--- src/hdl/thk_pkg.sv ---
`timescale 1ns / 1ps
`default_nettype none

package thk_pkg;

  localparam int NUM_KEYS = 3;

  localparam int CFG_IDX_W = 2;
  localparam logic [CFG_IDX_W-1:0] CFG_TICKS_PER_SECOND = 2'd0;
  localparam logic [CFG_IDX_W-1:0] CFG_BLINK_TICKS      = 2'd1;
  localparam logic [CFG_IDX_W-1:0] CFG_FAULT_DELAY      = 2'd2;

  localparam logic [7:0] TICKS_PER_SECOND_RST = 8'd40;
  localparam logic [7:0] BLINK_TICKS_RST      = 8'd10;
  localparam logic [7:0] FAULT_DELAY_RST      = 8'd15;
  localparam logic [7:0] BLINK_FIRST_RST      = 8'(2 * 10);

  localparam logic [5:0] SEC_MAX  = 6'd59;
  localparam logic [5:0] MIN_MAX  = 6'd59;
  localparam logic [4:0] HOUR_MAX = 5'd23;

  typedef struct packed {
    logic [NUM_KEYS-1:0] key_levels;
    logic                fault_line;
    logic [NUM_KEYS-1:0] clear_presses;
  } in_t;

  typedef struct packed {
    logic [NUM_KEYS-1:0] keys_down;
    logic [NUM_KEYS-1:0] keys_held;
    logic [NUM_KEYS-1:0] keys_pressed;
    logic [NUM_KEYS-1:0] keys_released;
    logic                blink;
    logic                blink_update;
    logic                second_pulse;
    logic                fault;
    logic [5:0]          seconds;
    logic [5:0]          minutes;
    logic [4:0]          hours;
  } out_t;

  typedef struct packed {
    logic [NUM_KEYS-1:0] down;
    logic [NUM_KEYS-1:0] held;
    logic [NUM_KEYS-1:0] pressed;
    logic [NUM_KEYS-1:0] released;
  } key_stat_t;

  typedef struct packed {
    logic blink;
    logic blink_update;
    logic second_pulse;
  } tb_stat_t;

  typedef struct packed {
    logic       fault;
    logic [5:0] seconds;
    logic [5:0] minutes;
    logic [4:0] hours;
  } clk_stat_t;

endpackage

`default_nettype wire

--- src/hdl/thk_keys.sv ---
`timescale 1ns / 1ps
`default_nettype none

module thk_keys (
  input  wire logic                        clk,
  input  wire logic                        rst_n,
  input  wire logic                        tick,
  input  wire logic [thk_pkg::NUM_KEYS-1:0] key_levels,
  input  wire logic [thk_pkg::NUM_KEYS-1:0] clear_presses,
  output thk_pkg::key_stat_t               stat
);
  import thk_pkg::*;

  logic [NUM_KEYS-1:0] prev_r, down_r, held_r, press_r;
  logic [NUM_KEYS-1:0] down_nxt, held_nxt, press_nxt, released;

  always_comb begin
    released  = down_r & key_levels;
    held_nxt  = down_r & ~key_levels;
    // down needs the key low on this sample and the one before
    down_nxt  = ~prev_r & ~key_levels;
    // clear first, so a press seen on the same tick survives
    press_nxt = (press_r & ~clear_presses) | (down_nxt & ~held_nxt);
  end

  always_ff @(posedge clk) begin
    if (!rst_n) begin
      prev_r  <= '1;
      down_r  <= '0;
      held_r  <= '0;
      press_r <= '0;
    end else if (tick) begin
      prev_r  <= key_levels;
      down_r  <= down_nxt;
      held_r  <= held_nxt;
      press_r <= press_nxt;
    end
  end

  assign stat.down     = down_nxt;
  assign stat.held     = held_nxt;
  assign stat.pressed  = press_nxt;
  assign stat.released = released;

endmodule

`default_nettype wire

--- src/hdl/thk_timebase.sv ---
`timescale 1ns / 1ps
`default_nettype none

module thk_timebase (
  input  wire logic       clk,
  input  wire logic       rst_n,
  input  wire logic       tick,
  input  wire logic [7:0] ticks_per_second,
  input  wire logic [7:0] blink_ticks,
  output thk_pkg::tb_stat_t stat
);
  import thk_pkg::*;

  logic [7:0] blink_cnt_r, blink_cnt_nxt, sec_div_r, sec_div_nxt;
  logic [7:0] blink_dec, sec_dec;
  logic       blink_r, blink_nxt;
  logic       blink_upd, sec_pulse;

  always_comb begin
    // a zero reload wraps to 255 on the next decrement
    blink_dec     = blink_cnt_r - 8'd1;
    blink_upd     = (blink_dec == 8'd0);
    blink_cnt_nxt = blink_upd ? blink_ticks : blink_dec;
    blink_nxt     = blink_r ^ blink_upd;

    sec_dec     = sec_div_r - 8'd1;
    sec_pulse   = (sec_dec == 8'd0);
    sec_div_nxt = sec_pulse ? ticks_per_second : sec_dec;
  end

  always_ff @(posedge clk) begin
    if (!rst_n) begin
      blink_cnt_r <= BLINK_FIRST_RST;
      blink_r     <= 1'b0;
      sec_div_r   <= TICKS_PER_SECOND_RST;
    end else if (tick) begin
      blink_cnt_r <= blink_cnt_nxt;
      blink_r     <= blink_nxt;
      sec_div_r   <= sec_div_nxt;
    end
  end

  assign stat.blink        = blink_nxt;
  assign stat.blink_update = blink_upd;
  assign stat.second_pulse = sec_pulse;

endmodule

`default_nettype wire

--- src/hdl/thk_fault_clock.sv ---
`timescale 1ns / 1ps
`default_nettype none

module thk_fault_clock (
  input  wire logic       clk,
  input  wire logic       rst_n,
  input  wire logic       second,
  input  wire logic       fault_line,
  input  wire logic [7:0] fault_delay,
  output thk_pkg::clk_stat_t stat
);
  import thk_pkg::*;

  logic [7:0] high_r, high_nxt, low_r, low_nxt;
  logic       fault_r, fault_nxt;
  logic [5:0] sec_r, sec_nxt, min_r, min_nxt;
  logic [4:0] hour_r, hour_nxt;

  always_comb begin
    high_nxt  = high_r;
    low_nxt   = low_r;
    fault_nxt = fault_r;
    sec_nxt   = sec_r;
    min_nxt   = min_r;
    hour_nxt  = hour_r;
    if (second) begin
      // each level restarts the opposite timer and runs its own down
      if (fault_line) begin
        low_nxt  = fault_delay;
        high_nxt = (high_r != 8'd0) ? high_r - 8'd1 : 8'd0;
      end else begin
        high_nxt = fault_delay;
        low_nxt  = (low_r != 8'd0) ? low_r - 8'd1 : 8'd0;
      end
      if (!fault_r && high_nxt == 8'd0) begin
        fault_nxt = 1'b1;
      end else if (fault_r && low_nxt == 8'd0) begin
        fault_nxt = 1'b0;
      end

      if (sec_r >= SEC_MAX) begin
        sec_nxt = '0;
        if (min_r >= MIN_MAX) begin
          min_nxt  = '0;
          hour_nxt = (hour_r >= HOUR_MAX) ? 5'd0 : hour_r + 5'd1;
        end else begin
          min_nxt = min_r + 6'd1;
        end
      end else begin
        sec_nxt = sec_r + 6'd1;
      end
    end
  end

  always_ff @(posedge clk) begin
    if (!rst_n) begin
      high_r  <= FAULT_DELAY_RST;
      low_r   <= FAULT_DELAY_RST;
      fault_r <= 1'b0;
      sec_r   <= '0;
      min_r   <= '0;
      hour_r  <= '0;
    end else begin
      high_r  <= high_nxt;
      low_r   <= low_nxt;
      fault_r <= fault_nxt;
      sec_r   <= sec_nxt;
      min_r   <= min_nxt;
      hour_r  <= hour_nxt;
    end
  end

  assign stat.fault   = fault_nxt;
  assign stat.seconds = sec_nxt;
  assign stat.minutes = min_nxt;
  assign stat.hours   = hour_nxt;

endmodule

`default_nettype wire

--- src/hdl/tick_housekeeping_keys_fault_clock.sv ---
`timescale 1ns / 1ps
`default_nettype none

// Tick housekeeping: each input transaction is one 25 ms tick and yields exactly
// one result transaction (debounced keys, press latches, blink phase, second
// pulse, qualified fault flag and the hh:mm:ss clock, all as after that tick).
// Every counter and flag is updated in a single pass from its own register, and
// the result is registered when the input is taken, into the output register or,
// while that register is held, into the skid entry. A two-entry output buffer sits
// in front of the result port, so one tick per cycle is sustained while out_stall
// is low and in_stall rises only once both entries hold untaken results.
// Register writes are always accepted and take effect at the next reload of the
// counter they feed; write them only while no tick is in flight.
module tick_housekeeping_keys_fault_clock (
  input  wire logic                            clk,
  input  wire logic                            rst_n,
  input  wire logic                            in_valid,
  output      logic                            in_stall,
  input  wire thk_pkg::in_t                    in_data,
  output      logic                            out_valid,
  input  wire logic                            out_stall,
  output      thk_pkg::out_t                   out_data,
  input  wire logic                            cfg_valid,
  output      logic                            cfg_ready,
  input  wire logic [thk_pkg::CFG_IDX_W-1:0]   cfg_index,
  input  wire logic [7:0]                      cfg_data
);
  import thk_pkg::*;

  logic [7:0] tps_r, blink_ticks_r, fault_delay_r;
  logic       accept, out_take;
  key_stat_t  key_stat;
  tb_stat_t   tb_stat;
  clk_stat_t  clk_stat;
  out_t       res;
  out_t       out_r, skid_r;
  logic       out_valid_r, skid_valid_r;

  assign cfg_ready = 1'b1;

  always_ff @(posedge clk) begin
    if (!rst_n) begin
      tps_r         <= TICKS_PER_SECOND_RST;
      blink_ticks_r <= BLINK_TICKS_RST;
      fault_delay_r <= FAULT_DELAY_RST;
    end else if (cfg_valid) begin
      unique case (cfg_index)
        CFG_TICKS_PER_SECOND: tps_r         <= cfg_data;
        CFG_BLINK_TICKS:      blink_ticks_r <= cfg_data;
        CFG_FAULT_DELAY:      fault_delay_r <= cfg_data;
        default: ;
      endcase
    end
  end

  assign accept   = in_valid && !skid_valid_r;
  assign out_take = out_valid_r && !out_stall;

  thk_keys u_keys (
    .clk           (clk),
    .rst_n         (rst_n),
    .tick          (accept),
    .key_levels    (in_data.key_levels),
    .clear_presses (in_data.clear_presses),
    .stat          (key_stat)
  );

  thk_timebase u_timebase (
    .clk              (clk),
    .rst_n            (rst_n),
    .tick             (accept),
    .ticks_per_second (tps_r),
    .blink_ticks      (blink_ticks_r),
    .stat             (tb_stat)
  );

  thk_fault_clock u_fault_clock (
    .clk         (clk),
    .rst_n       (rst_n),
    .second      (accept && tb_stat.second_pulse),
    .fault_line  (in_data.fault_line),
    .fault_delay (fault_delay_r),
    .stat        (clk_stat)
  );

  always_comb begin
    res.keys_down     = key_stat.down;
    res.keys_held     = key_stat.held;
    res.keys_pressed  = key_stat.pressed;
    res.keys_released = key_stat.released;
    res.blink         = tb_stat.blink;
    res.blink_update  = tb_stat.blink_update;
    res.second_pulse  = tb_stat.second_pulse;
    res.fault         = clk_stat.fault;
    res.seconds       = clk_stat.seconds;
    res.minutes       = clk_stat.minutes;
    res.hours         = clk_stat.hours;
  end

  // output register plus one skid entry; the skid drains first
  always_ff @(posedge clk) begin
    if (!rst_n) begin
      out_valid_r  <= 1'b0;
      skid_valid_r <= 1'b0;
    end else if (!out_valid_r || out_take) begin
      out_valid_r  <= skid_valid_r || accept;
      skid_valid_r <= 1'b0;
    end else if (accept) begin
      skid_valid_r <= 1'b1;
    end
  end

  always_ff @(posedge clk) begin
    if (!out_valid_r || out_take) begin
      out_r <= skid_valid_r ? skid_r : res;
    end
    if (out_valid_r && !out_take && accept) begin
      skid_r <= res;
    end
  end

  assign in_stall  = skid_valid_r;
  assign out_valid = out_valid_r;
  assign out_data  = out_r;

endmodule

`default_nettype wire
--- config.mk ---
export PLATFORM = sky130hd
export DESIGN_NAME = tick_housekeeping_keys_fault_clock
export DESIGN_NICKNAME = d
export VERILOG_FILES = /design/src/hdl/thk_pkg.sv /design/src/hdl/thk_keys.sv /design/src/hdl/thk_timebase.sv /design/src/hdl/thk_fault_clock.sv /design/src/hdl/tick_housekeeping_keys_fault_clock.sv
export SDC_FILE = /design/constraint.sdc
export NUM_CORES = 1
export LEC_CHECK = 0
export BUFFER_PORTS_ARGS = -buffer_cell sky130_fd_sc_hd__buf_2
export CORE_MARGIN = 1
export CORE_UTILIZATION = 40
export CTS_CLUSTER_SIZE = 20
export DETAILED_ROUTE_END_ITERATION = 12
export PLACE_DENSITY = 0.67
export SYNTH_ARGS = -nofsm -noshare
export SYNTH_HDL_FRONTEND = slang
export SYNTH_SLANG_ARGS = --single-unit
--- constraint.sdc ---
create_clock -name clk -period 7.3 [get_ports clk]
set_input_delay 1.095 -clock clk [delete_from_list [all_inputs] [get_ports clk]]
set_output_delay 1.095 -clock clk [all_outputs]
set_load 0.005 [all_outputs]
# == Yosys cells after proc, flatten, opt, wreduce, memory -nomap -nowiden ==
# Cells that the tools add are included.
# word_totals
word_cells,109
ff_bits,152
in_bits,22
out_inout_bits,36
# classes
n_lt_le_gt_ge,3
addsub,7
n_mux,21
bitwise_logic,12
eq_ne,2
reduce_logical,25
# ops
operator,count
2-to-1 mux 8 bit,8
2-to-1 mux 33 bit,1
logical NOT 8 bit,4
"subtractor 8 x 1 -> 8 bit, second input constant",4
2-to-1 mux 6 bit,5
2-to-1 mux 5 bit,4
nonzero test 8 bit,2
AND 3 bit,5
"adder 6 x 1 -> 6 bit, second input constant",2
"greater-or-equal comparator 6 bit, second input constant",2
inverter 3 bit,4
logical AND 1 bit,7
AND reduction 2 bit,3
"adder 5 x 1 -> 5 bit, second input constant",1
"greater-or-equal comparator 5 bit, second input constant",1
logical NOT 1 bit,5
2-to-1 mux 1 bit,3
bitwise OR 3 bit,1
"equality test 2 x 1 -> 1 bit, second input constant",1
"equality test 2 bit, second input constant",1
logical NOT 2 bit,1
logical OR 1 bit,2
OR reduction 2 bit,1
inverter 1 bit,1
XOR 1 bit,1

# == Longest topological paths before layout ==
# logic_depth
word_depth,10
mapped_depth,10
depth_no_buf,8

# == Modules after synthesis ==
# From an unflattened synthesis, not the netlist that was laid out.
# hier_totals
cells_unflattened,675
area_unflattened_um2,7292.0
# modules_own_cells
mod,instances,area_per_inst_um2,seq_area_each_um2,cells_each
tick_housekeeping_keys_fault_clock,1,3453.3,2502.4,208
thk_fault_clock,1,2187.1,680.7,272
thk_timebase,1,1191.1,340.3,145
thk_keys,1,460.4,180.2,50

# == Worst setup path after synthesis ==
# No wires, ideal clock.
# synth_timing
path_type,input -> register
start,in out_stall
end,reg skid_r[0] in the netlist's numbering (enable)
path_buffers,0
setup_time_ns,0.423
cell_stages,2
setup_slack_ns,3.509
required_time_ns,6.877
arrival_time_ns,3.367
cell_sequence,nand2_1 nor2_1
# synth_via
elab_chain_cells,5
# synth_rtl
item,line_no,rtl
start: declaration,tick_housekeeping_keys_fault_clock.sv:21,"input wire logic out_stall,"
logical NOT 1 bit,tick_housekeeping_keys_fault_clock.sv:57,assign out_take = out_valid_r && !out_stall;
logical AND 1 bit,tick_housekeeping_keys_fault_clock.sv:57,
logical NOT 1 bit,tick_housekeeping_keys_fault_clock.sv:117,if (out_valid_r && !out_take && accept) begin
logical AND 1 bit (2 in series),tick_housekeeping_keys_fault_clock.sv:117,
end signal: assignment,tick_housekeeping_keys_fault_clock.sv:118,skid_r <= res;
end: declaration,tick_housekeeping_keys_fault_clock.sv:36,"out_t out_r, skid_r;"
# No other way between the ends.
# A chain may end at the register's enable or synchronous reset.

# == Worst setup path after layout ==
# layout_timing
start,reg u_timebase.sec_div_r[0]
end,reg out_r (netlist bit out_data[17]) (data pin)
# layout_via
elab_chain_cells,5
# layout_rtl
item,line_no,rtl
start: declaration,thk_timebase.sv:14,"logic [7:0] blink_cnt_r, blink_cnt_nxt, sec_div_r, sec_div_nxt;"
start signal: assignment,thk_timebase.sv:39,sec_div_r <= sec_div_nxt;
subtractor 8 x 1 -> 8 bit,thk_timebase.sv:26,sec_dec = sec_div_r - 8'd1;
logical NOT 8 bit,thk_timebase.sv:27,sec_pulse = (sec_dec == 8'd0);
logical AND 1 bit,tick_housekeeping_keys_fault_clock.sv:80,".second (accept && tb_stat.second_pulse),"
2-to-1 mux 1 bit,thk_fault_clock.sv:26,if (second) begin
2-to-1 mux 33 bit,tick_housekeeping_keys_fault_clock.sv:115,out_r <= skid_valid_r ? skid_r : res;
end signal: assignment,tick_housekeeping_keys_fault_clock.sv:115,
end: declaration,tick_housekeeping_keys_fault_clock.sv:36,
# No other way between the ends.

==> summary.md <==
| Metric | Value |
|---|---|
| R2r setup slk | `4.13 ns` |
| Post-Syn Nets | `715` |
| Worst hold path class | `reg -> reg` |
| Iteration-0 DRC count of the detailed router | `326` |
| WL final | `14600 µm` |
| Hold_sp | `blink_ticks_r[5]` |
| CTS tree | `done` |
| Number of enable flip-flop cells after synthesis | `66` |
| Clock Sinks | `152` |
| Met2 wire len | `6340 µm` |
| Skew-Pair Late Insertion Delay | `0.43 ns` |
| # port buffers | `56` |
| Most frequent cells in the layout | `86 x dfxtp_1, 66 x nand2_1, 66 x edfxtp_1, 56 x buf_2, 47 x nor2_1` |
| Critical path fanouts, max | `19` |
| Status | `finished, final reports clean` |
| Diode count | `0` |
| Max Cap Viol | `0` |
| Relative slew slack | `0.312` |
| Total gr overflow | `0` |
| Hold-fix buffers at CTS | `0` |
| Core area | `0.0173 mm²` |
| Final setup violation count | `0` |
| Routed wire per std cell | `15.2 µm` |
| Longest Clk Path Bufs | `2` |
| Mapped Cells | `682` |
| Starting Density | `0.411` |
| Gr usage total | `0.171` |
| TritonCTS Buffers | `17` |
| Tightest Pin Transition | `1.03 ns` |
| Setup TNS Final | `0 ns` |
| RD Place Congestion | `0.816` |
| Vias per Instance | `5.36` |
| Endpoint, Worst Hold | `u_timebase.blink_cnt_r[5]` |
| Final hold vios | `0` |
| Share of the core filled with cells | `0.470` |
| Main synth FF type | `dfxtp_1` |
| Hold Crit Depth | `2` |
| Final period util | `0.434` |
| RSZ-0062 raised after global routing | `false` |
| Via count | `5161` |
| #FFs+latches synth | `152` |
| Leak pwr | `3.24 nW` |
| Worst r2r path cells | `7` |
| Worst slack, placed | `3.71 ns` |
| Die footprint | `0.0183 mm²` |
| Largest net degree at the start of global routing | `67` |
| Worst reg2reg startpoint | `u_timebase.sec_div_r[0]` |
| Root Driver | `clkbuf_16` |
| Asr flop ratio synth | `0` |
| # IOs | `58` |
| Met3 WL | `621 µm` |
| Post-synth cell types | `65` |
| Arr. time, crit path | `3.34 ns` |
| Hold WS | `0.460 ns` |
| Clock skew | `0.00907 ns` |
| Antenna viol nets, final | `0` |
| Die W | `135 µm` |
| WL met1 | `7470 µm` |
| Power Dens Cells | `237 mW/mm²` |
| Post-synthesis area per instance | `10.4 µm²` |
| First-pass GRT wire length | `24700 µm` |
| Register area share after synthesis | `0.521` |
| Period minus WS final | `3.17 ns` |
| Fin nets | `757` |
| Ys Warns | `0` |
| Drt pass-1 iters | `5` |
| Fill cells | `1625` |
| DRC violations left | `0` |
| CP required | `7.46 ns` |
| Peak supply drop | `159 µV` |
| Fmax | `0.315 GHz` |
| Post-detail-place hpwl | `9760 µm` |
| CP Launch Type | `flop` |
| Clock Pin Slew Worst Setup and Hold Paths | `0.06 ns` |
| Layout cell share with drive strength beyond 1 | `0.186` |
| Die Y | `135 µm` |
| CP endpoint kind | `flop` |
| Rows | `48` |
| Top sig layer | `met4` |
| Capturing point of the worst reg2reg path | `out_data[17]` |
| Post-CTS setup buffer count | `0` |
| Vias in the first global route | `4913` |
| Max H-tree Level | `4` |
| Initial antenna violation count | `0` |
| Post-route worst setup slack | `4.13 ns` |
| Layout area overhead | `14.5%` |
| Commonest non-fill, non-tap cell in the layout | `dfxtp_1` |
| Mapped Area | `0.00710 mm²` |
| Kind of critical path | `reg -> reg` |
| Final Max Tran Viols | `0` |
| Post-CTS sizing | `0` |
sequential cells by signal, summed over array words and instances (netlist names):
signal and flops:
u_timebase.sec_div_r 8, u_fault_clock.low_r 8, in_stall 1, u_fault_clock.hour_r 5
out_valid 1, out_data 33, u_timebase.blink_r 1, u_keys.press_r 3
u_keys.down_r 3, u_fault_clock.sec_r 6, u_fault_clock.min_r 6, blink_ticks_r 8
u_timebase.blink_cnt_r 8, u_fault_clock.high_r 8, tps_r 8, skid_r 33
u_keys.prev_r 3, fault_delay_r 8, u_fault_clock.fault_r 1
worst max-delay path by stage:
stage                       startpoint           end  slack [ns]  cells past startpoint
6_report       u_timebase.sec_div_r[0]  out_data[17]        4.13                      7
5_1_grt        u_timebase.sec_div_r[0]  out_data[17]        3.83                      7
4_1_cts        u_timebase.sec_div_r[0]  out_data[17]        4.12                      7
3_5_place_dp                  in_valid  out_data[17]        3.71                      8
3_3_place_gp                  in_valid  out_data[17]        3.78                      8
2_1_floorplan                out_stall     skid_r[0]        3.51                      2
stage by stage:
| step | instances | total power [mW] | instance area, µm² |
|---|---|---|---|
| after detailed placement | 930 | 1.10 | 7550 |
| final | 962 | 1.93 | 8130 |
| after CTS | 962 | 1.95 | 8130 |
| after floorplan | 682 | 1.05 | 7100 |
| after global routing | 962 | 2.01 | 8130 |
| after global placement | 930 | 1.09 | 7550 |
critical path: stages, from the launching register on:
cell and delay, ns:
dfxtp_1 0.45, inv_1 0.09, ha_1 0.26, xnor2_1 0.15
nand4_1 0.52, or3_1 0.84, o31ai_1 0.46, a31oi_1 0.13
routing by layer:
metal  global-route usage  vias to the layer above
met5                    0                        -
met4               0.0755                        0
met3               0.0333                       13
met2                0.246                      114
met1                0.247                     2459
li1                     -                     2575
logic make-up after synthesis:
| group | after synthesis | share of synthesized area |
|---|---|---|
| XOR/XNOR | 14 | 0.0173 |
| other | 1 | 0.000528 |
| AO/OA/AOI/OAI | 141 | 0.139 |
| multiplexers | 59 | 0.0883 |
| AND/OR/NAND/NOR | 243 | 0.178 |
| adder cells (fa/ha/maj) | 11 | 0.0194 |
| flip-flops | 152 | 0.521 |
| buffers and inverters | 61 | 0.0354 |
cells in the mapped netlist (3+ instances only):
master    count  area share
dfxtp_1      86        0.24
edfxtp_1     66        0.28
nand2_1      66       0.035
nor2_1       48       0.025
clkbuf_1     32       0.017
mux2i_1      30       0.042
mux2_2       28       0.044
o21ai_0      28       0.020
a21oi_1      27       0.019
nor2b_1      24       0.021
inv_1        22       0.012
and2_1       21       0.018
nand3_1      18       0.013
nor3_1       16       0.011
o31ai_1      13       0.014
ha_1         11       0.019
a21boi_0     10       0.011
xnor2_1       9       0.011
a31oi_1       8      0.0070
o41ai_1       8      0.0099
nor4_1        7      0.0062
o211ai_1      7      0.0074
nand4_1       6      0.0053
a21o_1        5      0.0053
nand3b_1      5      0.0053
nor3b_1       5      0.0053
o211a_1       5      0.0070
or4_1         5      0.0053
xor2_1        5      0.0062
a32oi_1       4      0.0049
and3_1        4      0.0035
a41oi_1       3      0.0037
buf_2         3      0.0021
nor4b_1       3      0.0037
o32ai_1       3      0.0037
or2_2         3      0.0026
power breakdown:
group	switching [mW]	total (mW)	internal, mW
registers	0.0231	0.941	0.918
clock network	0.368	0.855	0.487
logic	0.0790	0.136	0.0568
total	0.470	1.93	1.46
layout make-up:
class                           count  area, µm²  share of cell area
Sequential cell                   152       3700               0.455
Multi-Input combinational cell    469       3160               0.389
Clock buffer                       18        439              0.0540
Timing Repair Buffer               62        325              0.0400
Tap cell                          225        282              0.0346
Clock inverter                     14        140              0.0172
Inverter                           22       82.6              0.0102
Power figures use the tool's default switching activity.
